$ cat src/sv/vca_pkg.sv
// vca_pkg: shared constants, codes and table control types for the voice channel allocator
// no dependencies; compiled first
package vca_pkg;

	// table geometry
	localparam int VOICES      = 8;
	localparam int ORIGIN_BITS = 16;
	localparam int VIDX_W      = (VOICES > 1) ? $clog2(VOICES) : 1;
	localparam int CNT_W       = $clog2(VOICES + 1);

	// field widths of the channels
	localparam int CMD_W   = 2;
	localparam int ORG_W   = 16;
	localparam int PRI_W   = 8;
	localparam int SND_W   = 8;
	localparam int VSEL_W  = 3;
	localparam int ACT_W   = 4;
	localparam int CFG_W   = 4;
	localparam int REGI_W  = 1;

	// command codes
	localparam logic [CMD_W-1:0] CMD_START    = 2'd0;
	localparam logic [CMD_W-1:0] CMD_STOP_ORG = 2'd1;
	localparam logic [CMD_W-1:0] CMD_RELEASE  = 2'd2;
	localparam logic [CMD_W-1:0] CMD_CLEAR    = 2'd3;

	// configuration register indexes
	localparam logic [REGI_W-1:0] REG_SOUND_ENABLED = 1'd0;
	localparam logic [REGI_W-1:0] REG_ACTIVE_VOICES = 1'd1;

	// sequencer to voice table
	typedef struct packed {
		logic [VIDX_W-1:0]      idx;
		logic                   stop;
		logic                   take;
		logic [ORIGIN_BITS-1:0] org;
		logic [PRI_W-1:0]       pri;
		logic [SND_W-1:0]       snd;
	} tbl_ctl_t;

	// voice table to sequencer, all for the entry at ctl.idx
	typedef struct packed {
		logic             busy;
		logic             org_hit;
		logic             pri_hit;
		logic [SND_W-1:0] sound;
	} tbl_stat_t;

endpackage

$ cat src/sv/vca_cmd_if.sv
// vca_cmd_if: request channel of the voice channel allocator
// depends on vca_pkg for field widths
interface vca_cmd_if;
	logic                        valid;
	logic                        ready;
	logic [vca_pkg::CMD_W-1:0]   command;
	logic [vca_pkg::ORG_W-1:0]   origin_id;
	logic [vca_pkg::PRI_W-1:0]   priority_req;
	logic [vca_pkg::SND_W-1:0]   sound_id;
	logic [vca_pkg::VSEL_W-1:0]  voice_index;

	modport source (output valid, command, origin_id, priority_req, sound_id, voice_index,
		input ready);
	modport sink (input valid, command, origin_id, priority_req, sound_id, voice_index,
		output ready);
endinterface

$ cat src/sv/vca_res_if.sv
// vca_res_if: result channel of the voice channel allocator
// depends on vca_pkg for field widths
interface vca_res_if;
	logic                        valid;
	logic                        ready;
	logic                        granted;
	logic [vca_pkg::VSEL_W-1:0]  granted_voice;
	logic                        freed_valid;
	logic [vca_pkg::VSEL_W-1:0]  freed_voice;
	logic [vca_pkg::SND_W-1:0]   freed_sound;

	modport source (output valid, granted, granted_voice, freed_valid, freed_voice, freed_sound,
		input ready);
	modport sink (input valid, granted, granted_voice, freed_valid, freed_voice, freed_sound,
		output ready);
endinterface

$ cat src/sv/vca_voice_table.sv
// vca_voice_table: per-voice busy flags and origin/priority/sound store with the shared compare
// depends on vca_pkg for geometry and the table control structs
module vca_voice_table (
	input  logic               clk,
	input  logic               arst_n,
	input  vca_pkg::tbl_ctl_t  ctl,
	output vca_pkg::tbl_stat_t stat
);
	import vca_pkg::*;

	logic [VOICES-1:0]      busy_q;
	logic [ORIGIN_BITS-1:0] origin_q [VOICES];
	logic [PRI_W-1:0]       prio_q   [VOICES];
	logic [SND_W-1:0]       sound_q  [VOICES];

	// busy flags: take wins over stop on the same voice
	always_ff @(posedge clk or negedge arst_n) begin
		if (!arst_n) begin
			busy_q <= '0;
		end else if (ctl.take) begin
			busy_q[ctl.idx] <= 1'b1;
		end else if (ctl.stop) begin
			busy_q[ctl.idx] <= 1'b0;
		end
	end

	always_ff @(posedge clk) begin
		if (ctl.take) begin
			origin_q[ctl.idx] <= ctl.org;
			prio_q[ctl.idx]   <= ctl.pri;
			sound_q[ctl.idx]  <= ctl.snd;
		end
	end

	// one compare unit, shared by every scan step
	always_comb begin
		stat.busy    = busy_q[ctl.idx];
		stat.org_hit = (origin_q[ctl.idx] == ctl.org);
		stat.pri_hit = (prio_q[ctl.idx] >= ctl.pri);
		stat.sound   = sound_q[ctl.idx];
	end

endmodule

$ cat src/sv/voice_channel_allocator.sv
// voice_channel_allocator: start/stop/release/clear of sound voices with priority eviction
// requests are served by the one-voice-per-cycle scan of the shared compare unit over the
// n active voices (n = active voice count, at most 8); a start scans up to three passes
// cmd.ready is high only while the sequencer is idle, and a stalled result holds the
// sequencer until it is taken
// reset: arst_n clears all busy flags, the sequencer and the result register; sound is
// enabled and all voices are active after reset
module voice_channel_allocator (
	input  logic                         clk,
	input  logic                         arst_n,
	vca_cmd_if.sink                      cmd,
	vca_res_if.source                    res,
	input  logic                         cfg_wr_en,
	input  logic [vca_pkg::REGI_W-1:0]   cfg_index,
	input  logic [vca_pkg::CFG_W-1:0]    cfg_data
);
	import vca_pkg::*;

	// one-hot sequencer states
	typedef enum logic [6:0] {
		ST_IDLE  = 7'b0000001,
		ST_ORG   = 7'b0000010,   // first busy voice with the same origin
		ST_FREE  = 7'b0000100,   // first free voice, or same nonzero origin
		ST_PRI   = 7'b0001000,   // eviction by priority
		ST_CLEAR = 7'b0010000,   // stop every active voice
		ST_REL   = 7'b0100000,   // stop one voice by index
		ST_DONE  = 7'b1000000    // hand result to the output register
	} state_t;

	state_t state_q;

	// configuration
	logic             sound_enabled_q;
	logic [ACT_W-1:0] active_voices_q;

	// latched request
	logic [CMD_W-1:0]       cmd_q;
	logic [ORIGIN_BITS-1:0] org_q;
	logic [PRI_W-1:0]       pri_q;
	logic [SND_W-1:0]       snd_q;
	logic [CNT_W-1:0]       n_q;
	logic [CNT_W-1:0]       idx_q;

	// result being built
	logic              granted_q;
	logic [VIDX_W-1:0] gvoice_q;
	logic              fr_valid_q;
	logic [VIDX_W-1:0] fr_voice_q;
	logic [SND_W-1:0]  fr_sound_q;

	// output register
	logic              res_valid_q;
	logic              res_granted_q;
	logic [VSEL_W-1:0] res_gvoice_q;
	logic              res_fvalid_q;
	logic [VSEL_W-1:0] res_fvoice_q;
	logic [SND_W-1:0]  res_fsound_q;

	tbl_ctl_t  tctl;
	tbl_stat_t tstat;

	logic             in_range;
	logic             hit_org;
	logic             org_nz;
	logic             cmd_acc;
	logic             res_free;
	logic [CNT_W-1:0] n_live;
	logic             rel_ok;

	vca_voice_table u_table (
		.clk    (clk),
		.arst_n (arst_n),
		.ctl    (tctl),
		.stat   (tstat)
	);

	assign cmd.ready     = (state_q == ST_IDLE);
	assign cmd_acc       = cmd.valid && cmd.ready;
	assign res.valid     = res_valid_q;
	assign res.granted       = res_granted_q;
	assign res.granted_voice = res_gvoice_q;
	assign res.freed_valid   = res_fvalid_q;
	assign res.freed_voice   = res_fvoice_q;
	assign res.freed_sound   = res_fsound_q;
	assign res_free      = !res_valid_q || res.ready;

	// active count clamped to the built voice count
	always_comb begin
		if (32'(active_voices_q) > VOICES) begin
			n_live = CNT_W'(VOICES);
		end else begin
			n_live = CNT_W'(active_voices_q);
		end
		rel_ok = 32'(cmd.voice_index) < 32'(n_live);
	end

	assign in_range = idx_q < n_q;
	assign org_nz   = (org_q != '0);
	assign hit_org  = tstat.busy && tstat.org_hit;

	// drive the shared compare unit and the table write strobes
	always_comb begin
		tctl.idx  = idx_q[VIDX_W-1:0];
		tctl.org  = org_q;
		tctl.pri  = pri_q;
		tctl.snd  = snd_q;
		tctl.stop = 1'b0;
		tctl.take = 1'b0;
		case (state_q)
			ST_ORG: begin
				tctl.stop = in_range && hit_org;
			end
			ST_FREE: begin
				// a busy voice of the same nonzero origin is stopped and reused
				tctl.stop = in_range && org_nz && hit_org;
				tctl.take = in_range && (!tstat.busy || (org_nz && tstat.org_hit));
			end
			ST_PRI: begin
				// every active voice is busy here; evict the first one whose stored priority is >= the request's
				tctl.stop = in_range && tstat.busy && tstat.pri_hit;
				tctl.take = in_range && tstat.pri_hit;
			end
			ST_CLEAR: begin
				tctl.stop = in_range && tstat.busy;
			end
			ST_REL: begin
				// index was checked against the active count on accept
				tctl.stop = tstat.busy;
			end
			default: begin
				tctl.stop = 1'b0;
				tctl.take = 1'b0;
			end
		endcase
	end

	// configuration registers; the user writes them only while idle, the block itself does not enforce it
	always_ff @(posedge clk or negedge arst_n) begin
		if (!arst_n) begin
			sound_enabled_q <= 1'b1;
			active_voices_q <= ACT_W'(8);
		end else if (cfg_wr_en) begin
			case (cfg_index)
				REG_SOUND_ENABLED: sound_enabled_q <= cfg_data[0];
				REG_ACTIVE_VOICES: active_voices_q <= cfg_data[ACT_W-1:0];
				default: ;
			endcase
		end
	end

	// request payload, no reset needed
	always_ff @(posedge clk) begin
		if (cmd_acc) begin
			cmd_q <= cmd.command;
			org_q <= ORIGIN_BITS'(cmd.origin_id);
			pri_q <= cmd.priority_req;
			snd_q <= cmd.sound_id;
			n_q   <= n_live;
		end
	end

	// sequencer and result collection
	always_ff @(posedge clk or negedge arst_n) begin
		if (!arst_n) begin
			state_q    <= ST_IDLE;
			idx_q      <= '0;
			granted_q  <= 1'b0;
			gvoice_q   <= '0;
			fr_valid_q <= 1'b0;
			fr_voice_q <= '0;
			fr_sound_q <= '0;
		end else begin
			// first stop of a request is the one reported
			if (tctl.stop && !fr_valid_q) begin
				fr_valid_q <= 1'b1;
				fr_voice_q <= idx_q[VIDX_W-1:0];
				fr_sound_q <= tstat.sound;
			end
			if (tctl.take) begin
				granted_q <= 1'b1;
				gvoice_q  <= idx_q[VIDX_W-1:0];
			end
			case (state_q)
				ST_IDLE: begin
					if (cmd_acc) begin
						granted_q  <= 1'b0;
						gvoice_q   <= '0;
						fr_valid_q <= 1'b0;
						fr_voice_q <= '0;
						fr_sound_q <= '0;
						idx_q      <= '0;
						if (!sound_enabled_q) begin
							// no effects device: all-zero result, table untouched
							state_q <= ST_DONE;
						end else begin
							case (cmd.command)
								CMD_START, CMD_STOP_ORG: state_q <= ST_ORG;
								CMD_CLEAR:               state_q <= ST_CLEAR;
								CMD_RELEASE: begin
									if (rel_ok) begin
										idx_q   <= CNT_W'(cmd.voice_index);
										state_q <= ST_REL;
									end else begin
										state_q <= ST_DONE;
									end
								end
								default: state_q <= ST_DONE;
							endcase
						end
					end
				end
				ST_ORG: begin
					if (!in_range || hit_org) begin
						idx_q   <= '0;
						state_q <= (cmd_q == CMD_START) ? ST_FREE : ST_DONE;
					end else begin
						idx_q <= idx_q + 1'b1;
					end
				end
				ST_FREE: begin
					if (!in_range) begin
						idx_q   <= '0;
						state_q <= ST_PRI;
					end else if (tctl.take) begin
						state_q <= ST_DONE;
					end else begin
						idx_q <= idx_q + 1'b1;
					end
				end
				ST_PRI: begin
					if (!in_range || tctl.take) begin
						state_q <= ST_DONE;
					end else begin
						idx_q <= idx_q + 1'b1;
					end
				end
				ST_CLEAR: begin
					if (!in_range) begin
						state_q <= ST_DONE;
					end else begin
						idx_q <= idx_q + 1'b1;
					end
				end
				ST_REL: begin
					state_q <= ST_DONE;
				end
				ST_DONE: begin
					// wait until the output register can take the result
					if (res_free) begin
						state_q <= ST_IDLE;
					end
				end
				default: begin
					state_q <= ST_IDLE;
				end
			endcase
		end
	end

	// output register: holds a result while the sink stalls
	always_ff @(posedge clk or negedge arst_n) begin
		if (!arst_n) begin
			res_valid_q <= 1'b0;
		end else if (state_q == ST_DONE && res_free) begin
			res_valid_q <= 1'b1;
		end else if (res.ready) begin
			res_valid_q <= 1'b0;
		end
	end

	always_ff @(posedge clk or negedge arst_n) begin
		if (!arst_n) begin
			res_granted_q <= 1'b0;
			res_gvoice_q  <= '0;
			res_fvalid_q  <= 1'b0;
			res_fvoice_q  <= '0;
			res_fsound_q  <= '0;
		end else if (state_q == ST_DONE && res_free) begin
			res_granted_q <= granted_q;
			res_gvoice_q  <= VSEL_W'(gvoice_q);
			res_fvalid_q  <= fr_valid_q;
			res_fvoice_q  <= VSEL_W'(fr_voice_q);
			res_fsound_q  <= fr_sound_q;
		end
	end

endmodule

$ cat src/flat_wrapper.sv
// flat-port wrapper written by rule: the top's interface ports become plain ports
module voice_channel_allocator_flat import vca_pkg::*;
  (clk, arst_n, cfg_wr_en, cfg_index, cfg_data, cmd_valid, cmd_command, cmd_origin_id, cmd_priority_req, cmd_sound_id, cmd_voice_index, cmd_ready, res_valid, res_granted, res_granted_voice, res_freed_valid, res_freed_voice, res_freed_sound, res_ready);
  vca_cmd_if cmd_i ();
  vca_res_if res_i ();
  input  logic clk;
  input  logic arst_n;
  input  logic cfg_wr_en;
  input  logic [vca_pkg::REGI_W-1:0] cfg_index;
  input  logic [vca_pkg::CFG_W-1:0] cfg_data;
  input wire logic [$bits(cmd_i.valid)-1:0] cmd_valid;
  input wire logic [$bits(cmd_i.command)-1:0] cmd_command;
  input wire logic [$bits(cmd_i.origin_id)-1:0] cmd_origin_id;
  input wire logic [$bits(cmd_i.priority_req)-1:0] cmd_priority_req;
  input wire logic [$bits(cmd_i.sound_id)-1:0] cmd_sound_id;
  input wire logic [$bits(cmd_i.voice_index)-1:0] cmd_voice_index;
  output wire logic [$bits(cmd_i.ready)-1:0] cmd_ready;
  output wire logic [$bits(res_i.valid)-1:0] res_valid;
  output wire logic [$bits(res_i.granted)-1:0] res_granted;
  output wire logic [$bits(res_i.granted_voice)-1:0] res_granted_voice;
  output wire logic [$bits(res_i.freed_valid)-1:0] res_freed_valid;
  output wire logic [$bits(res_i.freed_voice)-1:0] res_freed_voice;
  output wire logic [$bits(res_i.freed_sound)-1:0] res_freed_sound;
  input wire logic [$bits(res_i.ready)-1:0] res_ready;
  assign cmd_i.valid = cmd_valid;
  assign cmd_i.command = cmd_command;
  assign cmd_i.origin_id = cmd_origin_id;
  assign cmd_i.priority_req = cmd_priority_req;
  assign cmd_i.sound_id = cmd_sound_id;
  assign cmd_i.voice_index = cmd_voice_index;
  assign cmd_ready = cmd_i.ready;
  assign res_valid = res_i.valid;
  assign res_granted = res_i.granted;
  assign res_granted_voice = res_i.granted_voice;
  assign res_freed_valid = res_i.freed_valid;
  assign res_freed_voice = res_i.freed_voice;
  assign res_freed_sound = res_i.freed_sound;
  assign res_i.ready = res_ready;
  voice_channel_allocator u_core (.clk(clk), .arst_n(arst_n), .cmd(cmd_i), .res(res_i), .cfg_wr_en(cfg_wr_en), .cfg_index(cfg_index), .cfg_data(cfg_data));
endmodule
$ cat config.mk
export PLATFORM = sky130hd
export DESIGN_NAME = voice_channel_allocator_flat
export DESIGN_NICKNAME = d
export VERILOG_FILES = /design/src/sv/vca_pkg.sv /design/src/sv/vca_cmd_if.sv /design/src/sv/vca_res_if.sv /design/src/sv/vca_voice_table.sv /design/src/sv/voice_channel_allocator.sv /design/src/flat_wrapper.sv
export SDC_FILE = /design/constraint.sdc
export NUM_CORES = 1
export LEC_CHECK = 0
export ABC_AREA = 1
export BUFFER_PORTS_ARGS = -buffer_cell sky130_fd_sc_hd__clkbuf_2
export CORE_UTILIZATION = 53
export CTS_CLUSTER_SIZE = 14
export DETAILED_ROUTE_END_ITERATION = 6
export PLACE_DENSITY_LB_ADDON = 0.1
export SYNTH_ARGS = -nofsm -noshare
export SYNTH_HDL_FRONTEND = slang
export SYNTH_SLANG_ARGS = --single-unit
$ cat constraint.sdc
create_clock -name clk -period 6.7 [get_ports clk]
set_input_delay 0.335 -clock clk [delete_from_list [all_inputs] [get_ports clk]]
set_output_delay 0.335 -clock clk [all_outputs]
set_load 0.01 [all_outputs]
==> summary.md <==
| Metric | Value |
|---|---|
| Hold depth | `1` |
| Vias | `9,101` |
| Synth top area cells | `edfxtp_1 (60%), dfrtp_1 (9.2%), nand2_1 (7.0%), inv_1 (4.5%), nor2_1 (2.4%)` |
| Crit Path Category | `reg -> reg` |
| Buffers on Ports | `64` |
| Dpl ws | `1580 ps` |
| Post-Route WL | `31,000 um` |
| Pin count of the biggest net entering global routing | `86` |
| First-pass GRT wire length | `48,400 um` |
| H-tree depth | `2` |
| Area of the core | `27,000 um2` |
| R2r setup slk | `1600 ps` |
| 1st-pass router iterations | `5` |
| Clock power frac | `31.2%` |
| Max FO, Critical Path | `32` |
| Nets@finish | `1,415` |
| Share of layout cells above drive strength 1 | `12.8%` |
| Antenna Violating Nets Remaining | `0` |
| Area Growth Syn to Fin | `14.4%` |
| Comb pwr share | `24.8%` |
| Sequential-to-total area share from yosys stat | `70.0%` |
| Hold endpoint | `u_core.cmd_q[1]$_DFFE_PP_` |
| Post-Syn Nets | `1,311` |
| CTS Root Cell | `clkbuf_16` |
| Final WS setup | `1600 ps` |
| # Max-Cap Violations | `0` |
| Unrepaired setup endpoints after global routing | `no` |
| Worst VDD drop | `0.249 mV` |
| Iter 0 DRT Violations | `785` |
| Slew @ Worst Pin | `1160 ps` |
| Post-DP HPWL | `18,800 um` |
| Hold Path Class | `in -> reg` |
| Max-slew violations | `0` |
| Number of diodes | `0` |
| Leakage | `6.85 nW` |
| Seq pwr share | `44.0%` |
| Vias per inst | `5.29` |
| Setup-failing EPs final | `0` |
| Clock-pin transition on the worst setup and hold timing paths | `60 ps` |
| Int Pwr | `0.00430 W` |
| Placer Congestion | `0.852` |
| Sum Neg Setup Slack | `0 ps` |
| Critical path required time | `6830 ps` |
| Headroom to the max-slew limit | `22.8%` |
| Initial core utilization | `54.2%` |
| Psw | `0.00203 W` |
| Initial antenna violation count | `0` |
| # clock sinks | `351` |
| Die area | `28,300 um2` |
| Dpl cell area | `15,300 um2` |
| Post-synth EDFFs | `294` |
| Worst skew pair latency | `520 ps` |
| Final Cell Area | `16,800 um2` |
| Die X | `168 um` |
| Leading register cell type out of synthesis | `edfxtp_1` |
| GRT Util Overall | `22.4%` |
| Io pins | `65` |
| Cts bufs inserted | `37` |
| Critical Path AT | `5230 ps` |
| # fillers | `2,111` |
| Cts repair resizes | `0` |
| DRC | `0` |
| Post-synthesis async set-or-reset flop share | `16.2%` |
| Ys Warns | `0` |
| Util after Layout | `62.0%` |
| Synth top area share | `60.2%` |
| Avg WL per Cell | `18.0 um` |
| CTS tree | `done` |
| Status | `finished clean` |
| Die height | `168 um` |
| FF-to-FF Start | `u_core.idx_q[1]$_DFFE_PN0P_` |
| Leading area contributor after synthesis | `edfxtp_1` |
| Fmax achieved | `196 MHz` |
| Reg2Reg Depth | `16` |
| Fin crit share | `76.1%` |
| CTS max path bufs | `3` |
| Power per Cell Area | `377 nW/um2` |
| GR Overflow Total | `0` |
| Startpoint Class | `flip-flop` |
| HP Start | `cmd_command[1]` |
| Rows | `60` |
| Worst Skew | `20.1 ps` |
| Switching Fraction | `32.1%` |
| #FFs+latches synth | `351` |
| Fin. Hold Viols | `0` |
| Mapped cell area | `14,700 um2` |
| FF-to-FF End | `u_core.u_table.prio_q[0][6]$_DFFE_PP_` |
| Crit. End Element | `flip-flop` |
| Min cycle time layout | `5100 ps` |
| Cell count after synthesis | `1,250` |
| Total power | `0.00633 W` |
| Avg Cell Area, Syn | `11.7 um2` |
| Vias in the first global route | `8,791` |
| Distinct cells, synth | `45` |
worst max-delay path, cell delays in order, from the launching register on:
cell	delay (ps)
dfrtp_1	510
inv_1	140
nor2_2	140
nand2_1	190
clkinv_1	590
a22o_1	410
a221oi_1	230
nand4_1	130
ha_1	320
nand2_1	70
nor2_1	150
nand4_1	120
nand4_1	180
nand2_1	70
inv_1	140
nand3_2	300
nor2_4	990
layout make-up:
cell class | instances | area (um2) | share of cell area (%)
Sequential cell | 351 | 10300 | 61.2
Tap cell | 341 | 427 | 2.54
Clock buffer | 51 | 978 | 5.84
Clock inverter | 14 | 178 | 1.06
Timing Repair Buffer | 106 | 721 | 4.30
Inverter | 189 | 709 | 4.23
Multi-Input combinational cell | 669 | 3490 | 20.8
cells in the mapped netlist (all sizes together) (15+ instances only):
cell type,number
a22o,15
a221oi,15
nor2,99
a21oi,26
dfrtp,54
buf,30
inv,186
nand3,72
nand4,27
edfxtp,294
nand2,277
o21ai,53
a22oi,17
cell families after synthesis:
family	share of synthesized area (%)
XOR/XNOR	0.179
multiplexers	0.999
buffers and inverters	6.63
AND/OR/NAND/NOR	14.7
flip-flops	70.0
AO/OA/AOI/OAI	6.27
adder cells (fa/ha/maj)	1.20
routing by layer:
| layer | GRT usage, % | routed length, um |
|---|---|---|
| met1 | 32.1 | 14300 |
| met2 | 35.5 | 14200 |
| met3 | 3.31 | 1700 |
| met4 | 7.04 | 696 |
| met5 | 0 | 0 |
power groups by stage:
stage / clock [W] / combinational (W) / sequential [W]
2_1_floorplan: 0 / 0.00118 / 0.00275
3_3_place_gp: 0 / 0.00153 / 0.00283
3_5_place_dp: 0 / 0.00155 / 0.00283
4_1_cts: 0.00201 / 0.00157 / 0.00279
5_1_grt: 0.00210 / 0.00177 / 0.00281
6_report: 0.00198 / 0.00157 / 0.00278
placed cells by master (no fill, tap or decap), drive strengths merged:
cell type    netlist  layout
nand3b             2       2
o211ai             5       5
nor4               5       5
nand3             72      72
clkinv             3      10
bufinv             0       4
dfrtp             54      54
clkbuf            11     115
xnor2              1       1
a22o              15      15
inv              186     189
dfstp              3       3
nor3               6       6
a21boi             5       5
a22oi             17      17
o21ai             53      53
xor2               2       2
buf               30       8
o31ai              2       2
a31oi              1       1
mux2              13      13
a211oi             1       1
edfxtp           294     294
a221oi            15      15
nand4             27      27
a21oi             26      26
nor2              99      99
nand2            277     277
dlygate4sd3        0      34
ha                14      14
a32o               1       1
or2               10      10
per-stage QoR:
| step | instances | hold WS [ps] |
|---|---|---|
| global placement | 1622 | 465 |
| finish | 1721 | 37.2 |
| global route | 1721 | 15.6 |
| detailed placement | 1622 | 472 |
| floorplan | 1250 | 39.4 |
| CTS | 1721 | 20.8 |
flip-flops by register name, summed over array words and instances (netlist names), 3 cells and up, named ones only:
signal and flops:
u_core.gvoice_q 3, u_core.u_table.prio_q 64, u_core.org_q 16, u_core.u_table.origin_q 128
u_core.snd_q 8, u_core.pri_q 8, u_core.res.freed_voice 3, u_core.fr_sound_q 8
u_core.idx_q 4, u_core.res.granted_voice 3, u_core.active_voices_q 4, u_core.state_q 7
u_core.n_q 4, u_core.fr_voice_q 3, u_core.u_table.sound_q 64, u_core.res.freed_sound 8
worst max-delay path by stage:
| stage | start | endpoint | cells after the start |
|---|---|---|---|
| final | u_core.idx_q[1]$_DFFE_PN0P_ | u_core.u_table.prio_q[0][6]$_DFFE_PP_ | 16 |
| after global routing | u_core.idx_q[1]$_DFFE_PN0P_ | u_core.u_table.origin_q[0][8]$_DFFE_PP_ | 16 |
| after CTS | u_core.idx_q[1]$_DFFE_PN0P_ | u_core.u_table.origin_q[0][12]$_DFFE_PP_ | 16 |
| after detailed placement | u_core.idx_q[1]$_DFFE_PN0P_ | u_core.u_table.origin_q[0][12]$_DFFE_PP_ | 16 |
| after global placement | u_core.idx_q[1]$_DFFE_PN0P_ | u_core.u_table.origin_q[0][3]$_DFFE_PP_ | 16 |
| after floorplan | u_core.idx_q[1]$_DFFE_PN0P_ | u_core.u_table.origin_q[1][0]$_DFFE_PP_ | 19 |
timing repair:
action,in CTS,in global routing
setup endpoints to repair,0,0
setup buffers,0,0
hold buffers,34,0
endpoints found under the hold margin,78,0
Note: power is estimated with default switching activity, not from simulation.
